**src/sv/lfd_pkg.sv**
```systemverilog
// shared types and constants for the lidar frame decoder
`timescale 1ns / 1ps
package lfd_pkg;
    localparam int SENSOR_COUNT = 3;
    localparam int SENSOR_W     = 2;
    localparam int FRAME_BYTES  = 9;
    localparam int POS_W        = 4;
    localparam int SLOT_W       = 3;

    localparam logic [1:0] OP_BYTE = 2'd0;
    localparam logic [1:0] OP_READ = 2'd1;
    localparam logic [1:0] OP_INFO = 2'd2;

    localparam logic [1:0] EV_NONE = 2'd0;
    localparam logic [1:0] EV_DATA = 2'd1;
    localparam logic [1:0] EV_RESP = 2'd2;
    localparam logic [1:0] EV_REJ  = 2'd3;

    localparam logic [7:0]  HDR_DATA   = 8'h59;
    localparam logic [7:0]  HDR_RESP   = 8'h5A;
    localparam logic [15:0] STR_SAT    = 16'hFFFF;
    localparam logic [31:0] BAUD_DEF   = 32'd115200;
    localparam logic [15:0] RATE_DEF   = 16'd100;
    localparam logic [15:0] THRESH_DEF = 16'd100;
    localparam logic [16:0] DIST_WEAK  = 17'h1FFFF;
    localparam logic [16:0] DIST_NONE  = 17'h1FFFE;

    typedef struct packed {
        logic [1:0] opcode;
        logic [1:0] sensor;
        logic [7:0] data_byte;
    } req_t;

    typedef struct packed {
        logic        error;
        logic [1:0]  frame_event;
        logic [16:0] distance;
        logic [15:0] strength;
        logic [15:0] temperature;
        logic [23:0] version;
        logic [15:0] frame_rate;
        logic [31:0] baud_rate;
        logic [1:0]  output_format;
        logic [7:0]  response_count;
    } rsp_t;

    // per-sensor record held in the state memory
    typedef struct packed {
        logic [POS_W-1:0] pos;
        logic [7:0]       sum;
        logic [15:0]      range_cm;
        logic             stale;
        logic [15:0]      str;
        logic [15:0]      temp;
        logic [23:0]      ver;
        logic [15:0]      rate;
        logic [31:0]      baud;
        logic [1:0]       fmt;
        logic [7:0]       cnt;
    } sens_t;

    // bytes 0..7 of the current frame, byte 8 arrives live
    typedef logic [FRAME_BYTES-2:0][7:0] frame_t;
endpackage

```
**src/sv/lfd_if.sv**
```systemverilog
// valid/ready channel interface
`timescale 1ns / 1ps
interface lfd_if #(parameter type payload_t = logic) ();
    logic     valid;
    logic     ready;
    payload_t payload;
    modport source (output valid, output payload, input ready);
    modport sink (input valid, input payload, output ready);
endinterface

```
**src/sv/lfd_classify.sv**
```systemverilog
// frame classification and per-sensor record update
`timescale 1ns / 1ps
module lfd_classify (
    input  lfd_pkg::sens_t  cur,
    input  lfd_pkg::frame_t fb,
    input  logic [7:0]      last_byte,
    output lfd_pkg::sens_t  upd,
    output logic [1:0]      ev
);
    import lfd_pkg::*;

    logic [7:0] s5, s6, s7, s8;

    function automatic logic pat(input frame_t b, input logic [7:0] p1, input logic [7:0] p2,
                                 input logic [7:0] p3, input logic [7:0] p4);
        return b[1] == p1 && b[2] == p2 && b[3] == p3 && b[4] == p4;
    endfunction

    always_comb
    begin
        s5 = fb[0] + fb[1] + fb[2] + fb[3] + fb[4];
        s6 = s5 + fb[5];
        s7 = s6 + fb[6];
        s8 = cur.sum;
        upd = cur;
        ev = EV_REJ;
        if (fb[0] == HDR_DATA)
        begin
            if (fb[1] == HDR_DATA && s8 == last_byte)
            begin
                upd.range_cm = {fb[3], fb[2]};
                upd.str = {fb[5], fb[4]};
                upd.temp = {fb[7], fb[6]};
                upd.stale = 1'b0;
                ev = EV_DATA;
            end
        end
        else if (fb[0] == HDR_RESP)
        begin
            ev = EV_RESP;
            if (fb[1] == 8'h07 && fb[2] == 8'h01)
            begin
                if (s6 != fb[6]) ev = EV_REJ;
                else upd.ver = {fb[5], fb[4], fb[3]};
            end
            else if (fb[1] == 8'h06 && fb[2] == 8'h03)
            begin
                if (s5 != fb[5]) ev = EV_REJ;
                else upd.rate = {fb[4], fb[3]};
            end
            else if (fb[1] == 8'h08 && fb[2] == 8'h06)
            begin
                if (s7 != fb[7]) ev = EV_REJ;
                else upd.baud = {fb[6], fb[5], fb[4], fb[3]};
            end
            else if (pat(fb, 8'h05, 8'h05, 8'h01, 8'h65)) upd.fmt = 2'd1;
            else if (pat(fb, 8'h05, 8'h05, 8'h02, 8'h66)) upd.fmt = 2'd2;
            else if (pat(fb, 8'h05, 8'h05, 8'h03, 8'h67)) upd.fmt = 2'd3;
            else if (pat(fb, 8'h05, 8'h10, 8'h00, 8'h6E))
            begin
                upd.baud = BAUD_DEF;
                upd.rate = RATE_DEF;
                upd.fmt = 2'd1;
            end
            else if (pat(fb, 8'h05, 8'h02, 8'h00, 8'h60) || pat(fb, 8'h05, 8'h02, 8'h01, 8'h61) ||
                     pat(fb, 8'h05, 8'h07, 8'h00, 8'h66) || pat(fb, 8'h05, 8'h07, 8'h01, 8'h67) ||
                     pat(fb, 8'h05, 8'h10, 8'h01, 8'h6F) || pat(fb, 8'h05, 8'h22, 8'h00, 8'h6F) ||
                     pat(fb, 8'h05, 8'h22, 8'h01, 8'h70))
            begin
                upd.ver = cur.ver;
            end
            else ev = EV_REJ;
            if (ev == EV_RESP) upd.cnt = cur.cnt + 8'd1;
        end
    end
endmodule

```
**src/sv/lidar_frame_decoder_top.sv**
```systemverilog
// a request is registered into stage 1 and its result into the output register
// one request per cycle unless the output stalls; each record is read, modified, written back
// a request that follows one for the same sensor takes the record being written through a bypass
// reset clears control state and sets every sensor record to its default values
// frame byte memory needs no clearing pass
`timescale 1ns / 1ps
module lidar_frame_decoder_top (
    input  logic clk,
    input  logic rst_n,
    input  logic cfg_we,
    input  logic [15:0] cfg_wdata,
    lfd_if.sink   in_ch,
    lfd_if.source out_ch
);
    import lfd_pkg::*;

    localparam int SLOTS = SENSOR_COUNT * (FRAME_BYTES - 1);

    sens_t sens_mem [SENSOR_COUNT];
    logic [SENSOR_COUNT-1:0] init_reg;
    logic [7:0] fb_mem [SLOTS];

    logic [15:0] thresh_reg;
    logic s1_valid_reg, s1_ok_reg;
    req_t s1_req_reg;
    sens_t rd_reg, cur, upd, nxt;
    frame_t fb_reg;
    logic [1:0] ev;
    rsp_t res, out_reg;
    logic out_valid_reg;
    logic stall, accept, in_ok;
    logic s1_adv, sens_we, fb_we, same_sensor;
    logic [POS_W-1:0] pos;

    sens_t dflt;
    always_comb
    begin
        dflt = '0;
        dflt.stale = 1'b1;
        dflt.rate = RATE_DEF;
        dflt.baud = BAUD_DEF;
    end

    assign stall = out_valid_reg && !out_ch.ready && s1_valid_reg;
    assign in_ch.ready = !stall;
    assign accept = in_ch.valid && in_ch.ready;
    assign in_ok = {30'd0, in_ch.payload.sensor} < SENSOR_COUNT;
    assign s1_adv = s1_valid_reg && !stall;
    assign sens_we = s1_adv && s1_ok_reg;
    assign fb_we = sens_we && s1_req_reg.opcode == OP_BYTE && pos < POS_W'(FRAME_BYTES - 1);
    assign same_sensor = s1_req_reg.sensor == in_ch.payload.sensor;

    always_ff @(posedge clk or negedge rst_n)
    begin
        if (!rst_n)
            thresh_reg <= THRESH_DEF;
        else if (cfg_we)
            thresh_reg <= cfg_wdata;
    end

    // stage 1 memory reads with bypass of the write in progress, and the memory writes
    always_ff @(posedge clk)
    begin
        if (accept && in_ok)
        begin
            if (sens_we && same_sensor)
                rd_reg <= nxt;
            else
                rd_reg <= sens_mem[in_ch.payload.sensor];
            for (int i = 0; i < FRAME_BYTES - 1; i++)
            begin
                if (fb_we && same_sensor && pos[SLOT_W-1:0] == SLOT_W'(i))
                    fb_reg[i] <= s1_req_reg.data_byte;
                else
                    fb_reg[i] <= fb_mem[{in_ch.payload.sensor, SLOT_W'(i)}];
            end
        end
        if (sens_we)
            sens_mem[s1_req_reg.sensor] <= nxt;
        if (fb_we)
            fb_mem[{s1_req_reg.sensor, pos[SLOT_W-1:0]}] <= s1_req_reg.data_byte;
        if (accept)
            s1_req_reg <= in_ch.payload;
    end

    always_ff @(posedge clk or negedge rst_n)
    begin
        if (!rst_n)
        begin
            s1_valid_reg <= 1'b0;
            s1_ok_reg <= 1'b0;
            init_reg <= '0;
            out_valid_reg <= 1'b0;
        end
        else
        begin
            if (!stall)
            begin
                s1_valid_reg <= accept;
                s1_ok_reg <= in_ok;
            end
            if (sens_we)
                init_reg[s1_req_reg.sensor] <= 1'b1;
            if (s1_adv)
                out_valid_reg <= 1'b1;
            else if (out_ch.ready)
                out_valid_reg <= 1'b0;
        end
    end

    always_comb
    begin
        if (!init_reg[s1_req_reg.sensor])
            cur = dflt;
        else
            cur = rd_reg;
        pos = (cur.pos >= POS_W'(FRAME_BYTES)) ? '0 : cur.pos;
    end

    always_ff @(posedge clk)
    begin
        if (s1_adv)
            out_reg <= res;
    end

    lfd_classify u_classify (
        .cur(cur), .fb(fb_reg), .last_byte(s1_req_reg.data_byte), .upd(upd), .ev(ev)
    );

    always_comb
    begin
        nxt = cur;
        res = '0;
        if (!s1_ok_reg)
            res.error = 1'b1;
        else
        begin
            unique case (s1_req_reg.opcode)
                OP_BYTE:
                begin
                    if (pos == POS_W'(FRAME_BYTES - 1))
                    begin
                        nxt = upd;
                        nxt.pos = '0;
                        res.frame_event = ev;
                    end
                    else
                    begin
                        nxt.pos = pos + POS_W'(1);
                        nxt.sum = (pos == '0) ? s1_req_reg.data_byte
                                              : cur.sum + s1_req_reg.data_byte;
                    end
                end
                OP_READ:
                begin
                    if (cur.stale)
                        res.distance = DIST_NONE;
                    else if (cur.str >= thresh_reg && cur.str != STR_SAT)
                    begin
                        res.distance = {1'b0, cur.range_cm};
                        res.strength = cur.str;
                        res.temperature = cur.temp;
                    end
                    else
                        res.distance = DIST_WEAK;
                    nxt.stale = 1'b1;
                end
                OP_INFO:
                begin
                    res.version = cur.ver;
                    res.frame_rate = cur.rate;
                    res.baud_rate = cur.baud;
                    res.output_format = cur.fmt;
                    res.response_count = cur.cnt;
                    nxt.cnt = '0;
                end
                default: nxt = cur;
            endcase
        end
    end

    assign out_ch.valid = out_valid_reg;
    assign out_ch.payload = out_reg;

    a_err: assert property (@(posedge clk) disable iff (!rst_n)
        (s1_valid_reg && !stall && !s1_ok_reg) |=> out_reg.error)
        else $error("unknown sensor without error flag");
    a_hold: assert property (@(posedge clk) disable iff (!rst_n)
        stall |=> (out_valid_reg && $stable(out_reg)))
        else $error("result changed while stalled");
    a_pos: assert property (@(posedge clk) disable iff (!rst_n)
        (s1_valid_reg && s1_ok_reg) |-> cur.pos < POS_W'(FRAME_BYTES))
        else $error("byte position out of range");
endmodule

```
**src/flat_wrapper.sv**
```systemverilog
// flat-port wrapper written by rule: the top's interface ports become plain ports
module lidar_frame_decoder_top_flat import lfd_pkg::*;
  (clk, rst_n, cfg_we, cfg_wdata, in_ch_valid, in_ch_payload, in_ch_ready, out_ch_valid, out_ch_payload, out_ch_ready);
  lfd_if #(.payload_t(req_t)) in_ch_i ();
  lfd_if #(.payload_t(rsp_t)) out_ch_i ();
  input  logic clk;
  input  logic rst_n;
  input  logic cfg_we;
  input  logic [15:0] cfg_wdata;
  input wire logic [$bits(in_ch_i.valid)-1:0] in_ch_valid;
  input wire logic [$bits(in_ch_i.payload)-1:0] in_ch_payload;
  output wire logic [$bits(in_ch_i.ready)-1:0] in_ch_ready;
  output wire logic [$bits(out_ch_i.valid)-1:0] out_ch_valid;
  output wire logic [$bits(out_ch_i.payload)-1:0] out_ch_payload;
  input wire logic [$bits(out_ch_i.ready)-1:0] out_ch_ready;
  assign in_ch_i.valid = in_ch_valid;
  assign in_ch_i.payload = in_ch_payload;
  assign in_ch_ready = in_ch_i.ready;
  assign out_ch_valid = out_ch_i.valid;
  assign out_ch_payload = out_ch_i.payload;
  assign out_ch_i.ready = out_ch_ready;
  lidar_frame_decoder_top u_core (.clk(clk), .rst_n(rst_n), .cfg_we(cfg_we), .cfg_wdata(cfg_wdata), .in_ch(in_ch_i), .out_ch(out_ch_i));
endmodule
```
**config.mk**
```make
export PLATFORM = sky130hd
export DESIGN_NAME = lidar_frame_decoder_top_flat
export DESIGN_NICKNAME = d
export VERILOG_FILES = /design/src/sv/lfd_pkg.sv /design/src/sv/lfd_if.sv /design/src/sv/lfd_classify.sv /design/src/sv/lidar_frame_decoder_top.sv /design/src/flat_wrapper.sv
export SDC_FILE = /design/constraint.sdc
export NUM_CORES = 2
export LEC_CHECK = 0
export BUFFER_PORTS_ARGS = -buffer_cell sky130_fd_sc_hd__buf_2
export CELL_PAD_IN_SITES_DETAIL_PLACEMENT = 0
export CELL_PAD_IN_SITES_GLOBAL_PLACEMENT = 1
export CORE_ASPECT_RATIO = 0.5
export CORE_MARGIN = 5
export CORE_UTILIZATION = 30
export DETAILED_ROUTE_END_ITERATION = 10
export HOLD_SLACK_MARGIN = 0.1
export PLACE_DENSITY = 0.58
export REMOVE_ABC_BUFFERS = 1
export SYNTH_ARGS = -nofsm -noshare
export SYNTH_HDL_FRONTEND = slang
export SYNTH_SLANG_ARGS = --single-unit
```
**constraint.sdc**
```tcl
create_clock -name clk -period 34.1 [get_ports clk]
set_input_delay 0 -clock clk [delete_from_list [all_inputs] [get_ports clk]]
set_output_delay 0 -clock clk [all_outputs]
set_load 0.05 [all_outputs]
```
# Word level (Yosys, flattened, before mapping)
# Memories as Yosys holds them, arrays and structs flattened. A register that Yosys moved wholly into a read port is not among the register bits.
# Cells that the tools add are included.
# word_totals
memories	2
out_inout_bits	136
ff_bits	168
ram_bits	621
input_bits	33
# mem_list
memory	words	width	read_ports	rd_clocked_by_memory_dff	wr	line	rtl
u_core.sens_mem	3	143	1	1	1	lidar_frame_decoder_top.sv:19	sens_t sens_mem [SENSOR_COUNT];
u_core.fb_mem	24	8	8	8	1	lidar_frame_decoder_top.sv:21	logic [7:0] fb_mem [SLOTS];
# op_classes
n_eq_ne	35
mux	69
n_addsub	9
bitwise_logic	4
order_cmp	6
reduce_logical	58
# op_table
op	n
50-bit 2-to-1 mux	10
143-bit 2-to-1 mux	2
82-bit 2-to-1 mux	2
48-bit 2-to-1 mux	3
131-bit 2-to-1 mux	1
106-bit 2-to-1 mux	1
49-bit 2-to-1 mux	2
8-bit by 7-bit equality test with 1-bit output (second input constant)	11
32-bit 2-to-1 mux	2
8-bit adder	7
8-bit by 3-bit equality test with 1-bit output (second input constant)	6
16-bit 2-to-1 mux	3
24-bit 2-to-1 mux	2
1-bit logical AND	41
17-bit 2-to-1 mux	2
34-bit 2-to-1 mux	1
8-bit by 2-bit equality test with 1-bit output (second input constant)	4
2-bit 2-to-1 mux	16
28-bit 2-to-1 mux	1
8-bit != test	3
8-bit by 1-bit equality test with 1-bit output (second input constant)	2
16-bit greater-or-equal comparator	1
8-bit 2-to-1 mux	2
16-bit != test (second input constant)	1
33 further kinds	55

# Logic depth before layout (Yosys ltp)
# depth
depth_word	27
mapped_depth	26
ltp_nobuf	25

# Hierarchy
# From an unflattened synthesis, not the netlist that was laid out.
# hier_totals
hier_cells	3436
hier_area_um2	45640.0
# by_module_without_submodules
mod	instances	area_each_um2	cells_each	seq_area_each_um2
lidar_frame_decoder_top	1	41735.0	2938	29802.3
lfd_classify	1	3905.0	498	0.0

# Worst setup path after synthesis
# Ideal clock, no wire load.
# synth_path
path_type	reg2reg
startpoint	register u_core.out_valid_reg (netlist: u_core.out_ch.valid)
endpoint	register u_core.fb_reg[0] (netlist bit), read port of u_core.fb_mem, enable pin
slack_ns	16.452
period_less_slack_ns	17.648
path_stages_with_launch	4
t_required_ns	33.011
arrival_ns	16.559
path_cell_list	dfrtp_1 -> nand3b_1 -> and2_1 -> a21boi_0
# synth_via
elab_chain_cells	5
# synth_rtl
item	line	rtl
start, declared	lidar_frame_decoder_top.sv:30	logic out_valid_reg;
start signal, assigned	lidar_frame_decoder_top.sv:93	out_valid_reg <= 1'b0;
start signal, assigned	lidar_frame_decoder_top.sv:105	out_valid_reg <= 1'b1;
start signal, assigned	lidar_frame_decoder_top.sv:107	out_valid_reg <= 1'b0;
1-bit logical AND (2 in series)	lidar_frame_decoder_top.sv:44	assign stall = out_valid_reg && !out_ch.ready && s1_valid_reg;
1-bit zero test	lidar_frame_decoder_top.sv:45	assign in_ch.ready = !stall;
net in_ch_ready	flat_wrapper.sv:12	output wire logic [$bits(in_ch_i.ready)-1:0] in_ch_ready;
1-bit logical AND	lidar_frame_decoder_top.sv:46	assign accept = in_ch.valid && in_ch.ready;
net u_core.accept	lidar_frame_decoder_top.sv:31	logic stall, accept, in_ok;
1-bit logical AND	lidar_frame_decoder_top.sv:64	if (accept && in_ok)
end, declared	lidar_frame_decoder_top.sv:27	frame_t fb_reg;
# The timed path passes the listed nets, and every way through them passes these cells.
# A chain may end at the register's enable or synchronous reset.

==> metrics.yaml <==
power_and_ir_drop:
  power_w: 0.00317
  leakage_nw: 18.4
  power.density_nw_per_um2: 61.9
  vdd.ir_drop.worst_mv: 0.0687
route:
  dr.pass1.iters: 5
  drt-initial-drc-count: 2136
  dr_total_vias: 27300
  ant_nets: 0
  routedWlPerCell_microns: 22.0
  drt-total-wl_microns: 124000
  viasPerCell: 4.87
  drc: 0
logic_synthesis:
  synth-seq-area-share_pct: 68.1
  synth-seq-cells: 996
  async_reset_ff_share_pct: 2.21
  synth_edf_count: 974
  synth_flop_cell: "edfxtp_1"
  syn_inst: 3336
  yosysWarningCount: 0
  yosysUniqueCellTypes: 69
  synth_area_sq_um: 43800
  syn_avg_cell_area_sq_um: 13.1
outcome:
  status: "finished, final reports clean"
die:
  rows: 99
  die_w_microns: 550
  start_util_pct: 30.1
  die_y_microns: 280
  dieArea_sq_um: 154000
  ioPinCount: 169
  placeableCoreArea_sq_um: 145000
final_layout:
  fillers: 14200
  multi_input_area_sq_um: 12900
  final_area_sq_um: 51200
  drive_above_1_share_pct: 14.1
  postLayoutCoreUtil_pct: 35.2
  largest_reg_flops: 429
  ff_latch_area_sq_um: 29800
  syn_to_final_growth_pct: 17.0
  fin_nets: 3663
clock_network:
  cts_tree: "yes"
  worstSkewPairLatency_ns: 0.70
  cts_buffers: 100
  hold_buffers: 94
  numClockSinks: 996
  clock_path_buffers: 3
  htreeDepth: 3
  clkSlewWorstSetupHoldPaths_ns: 0.07
  post_cts_resized: 0
  cts_root_buf: "clkbuf_16"
  cts_setup_buffers: 0
timing:
  rsz0062_at_grt: "no"
  period_share_pct: 21.4
  finClkSkew_ns: 0.0297
  setup_tns_ns: 0
  layout_min_cycle_time_ns: 7.28
  setup_viol: 0
  hold_viol: 0
  clock.fmax_ghz: 0.137
  slew_headroom_pct: 25.4
  tightest_slew_ns: 1.11
  drv_slew: 0
global_route:
  grt_pass1_vias: 27200
  grt.total_usage_pct: 15.6
  grt_pass1_wl_microns: 181000
  grt_max_degree: 120
  grt_antenna_before_repair: 7
  grt_overflow: 0
flow_run:
  drv_cap: 0
critical_path:
  cp.arrival_ns: 7.67
  cp_max_fo: 13
  start_kind: "flop"
  r2r_end: "u_core.sens_mem[2][35]"
  rr_startpoint: "u_core.fb_reg[9]"
  cp_slowest_cell: "or4_1"
  critical_path_class: "flop to flop"
  ff2ff_path_depth: 22
  crit_path_cell_trace: "fa_1 > fa_1 > inv_1 > fa_1 > inv_1 > ha_1 > inv_1 > fa_1 > inv_1 > ha_1 > a21oi_1 > o21bai_1 > a21o_1 > a21oi_1 > xnor2_1 > ha_1 > xnor2_1 > xnor2_1 > or4_1 > o21ai_2 > and2_1 > o21ai_0"
  cp_slowest_stage_delay_ns: 0.73
  end_kind: "flop"
  cp.required_ns: 34.48
  regToRegSetupSlack_ns: 26.82
placement:
  placement.io_buffers: 168
  hpwl_microns: 74200
  gp_congestion: 0.805
  placed_area_sq_um: 46800
worst_hold_path:
  min_to: "u_core.thresh_reg[7]"
  hold_path.class: "input pin to flop"
  whs_path_depth: 3
  timing.hold.worst.start: "cfg_we"
[layout by cell type (no fill, tap or decap), types with 39 or more instances in the layout]
cell and instances:
nor2_1 210, clkbuf_16 101, nor4_1 39, a21oi_1 148
and3_1 58, edfxtp_1 974, nand2_1 457, dlygate4sd3_1 93
ha_1 52, buf_4 48, inv_1 112, buf_2 166
o21ai_0 380, mux2_2 104, mux2i_1 213
[cell families (layout without fill, tap and decap cells)]
| group | count (synthesis) | in the layout | share of synthesized area, % |
|---|---|---|---|
| AO/OA/AOI/OAI | 667 | 667 | 8.56 |
| other | 0 | 1 | 0 |
| XOR/XNOR | 46 | 46 | 1.04 |
| buffers and inverters | 307 | 613 | 2.74 |
| adder cells (fa/ha/maj) | 75 | 75 | 2.54 |
| multiplexers | 317 | 317 | 7.55 |
| AND/OR/NAND/NOR | 928 | 928 | 9.48 |
| flip-flops | 996 | 996 | 68.1 |
[cell type report]
class | instances | area share, %
timing repair buffer | 312 | 4.32
multi-input combinational | 2033 | 25.1
sequential | 996 | 58.2
tap | 1969 | 4.81
clock inverter | 68 | 1.58
antenna | 1 | 0.00489
inverter | 112 | 0.821
clock buffer | 121 | 5.14
[cell usage after synthesis (11+ instances only)]
cell type / number / area share, %
xnor2_1: 30 / 0.60
inv_1: 112 / 0.96
mux2i_1: 213 / 4.9
and2_1: 15 / 0.21
buf_1: 21 / 0.18
nand3_1: 32 / 0.37
clkbuf_1: 150 / 1.3
xor2_1: 12 / 0.24
nor2b_1: 11 / 0.16
nor4_1: 39 / 0.56
o21ai_0: 380 / 4.3
a31oi_1: 17 / 0.24
a21oi_1: 151 / 1.7
nand2b_1: 11 / 0.16
ha_1: 52 / 1.5
o31a_1: 18 / 0.36
o2bb2ai_1: 17 / 0.34
a22o_1: 13 / 0.26
a21o_1: 17 / 0.29
nand2_1: 458 / 3.9
nor3_1: 24 / 0.27
and3_1: 59 / 0.84
nor2_1: 212 / 1.8
nand4_1: 21 / 0.30
mux2_2: 104 / 2.7
dfrtp_1: 19 / 1.1
fa_1: 23 / 1.1
edfxtp_1: 974 / 67
buf_2: 20 / 0.23
[per-stage QoR]
stage | setup WS, ns | hold WS (ns) | cells
2_1_floorplan | 16.45 | -0.296 | 3141
3_3_place_gp | 26.89 | 0.112 | 5328
3_5_place_dp | 26.84 | 0.120 | 5328
4_1_cts | 26.84 | 0.283 | 5611
5_1_grt | 26.46 | 0.353 | 5611
6_report | 26.82 | 0.346 | 5612
[per-layer routing]
metal  GRT usage, %  up-vias  part of all wire [%]
li1               -    12800                     -
met1           22.0    13700                    46
met2           25.3      678                    47
met3           2.14      162                   5.0
met4           4.26        0                   2.5
met5              0        -                     0
[worst max-delay path: cells and delay by family, from the launching register on]
family,cells,cell delay (ns)
AO/OA/AOI/OAI,6,1.62
XOR/XNOR,3,0.48
AND/OR/NAND/NOR,2,1.36
flip-flops,1,0.49
buffers and inverters,4,0.24
adder cells (fa/ha/maj),7,2.79
[worst max-delay path by stage]
stage	from	to	cells after the start
global placement	u_core.fb_reg[16]	u_core.sens_mem[0][39]	22
finish	u_core.fb_reg[9]	u_core.sens_mem[2][35]	22
floorplan	u_core.out_ch.valid	u_core.fb_reg[0]	3
global route	u_core.fb_reg[9]	u_core.sens_mem[0][38]	22
CTS	u_core.fb_reg[9]	u_core.sens_mem[2][35]	22
detailed placement	u_core.fb_reg[9]	u_core.sens_mem[1][35]	22
[report_power, final]
group	internal [W]	leakage, nW	total [W]	switching, W
Combinational	0.000196	7.37	0.000556	0.000360
Sequential	0.00142	9.36	0.00145	0.0000295
Clock	0.000675	1.66	0.00116	0.000489
Note: power is estimated with default switching activity, not from simulation.
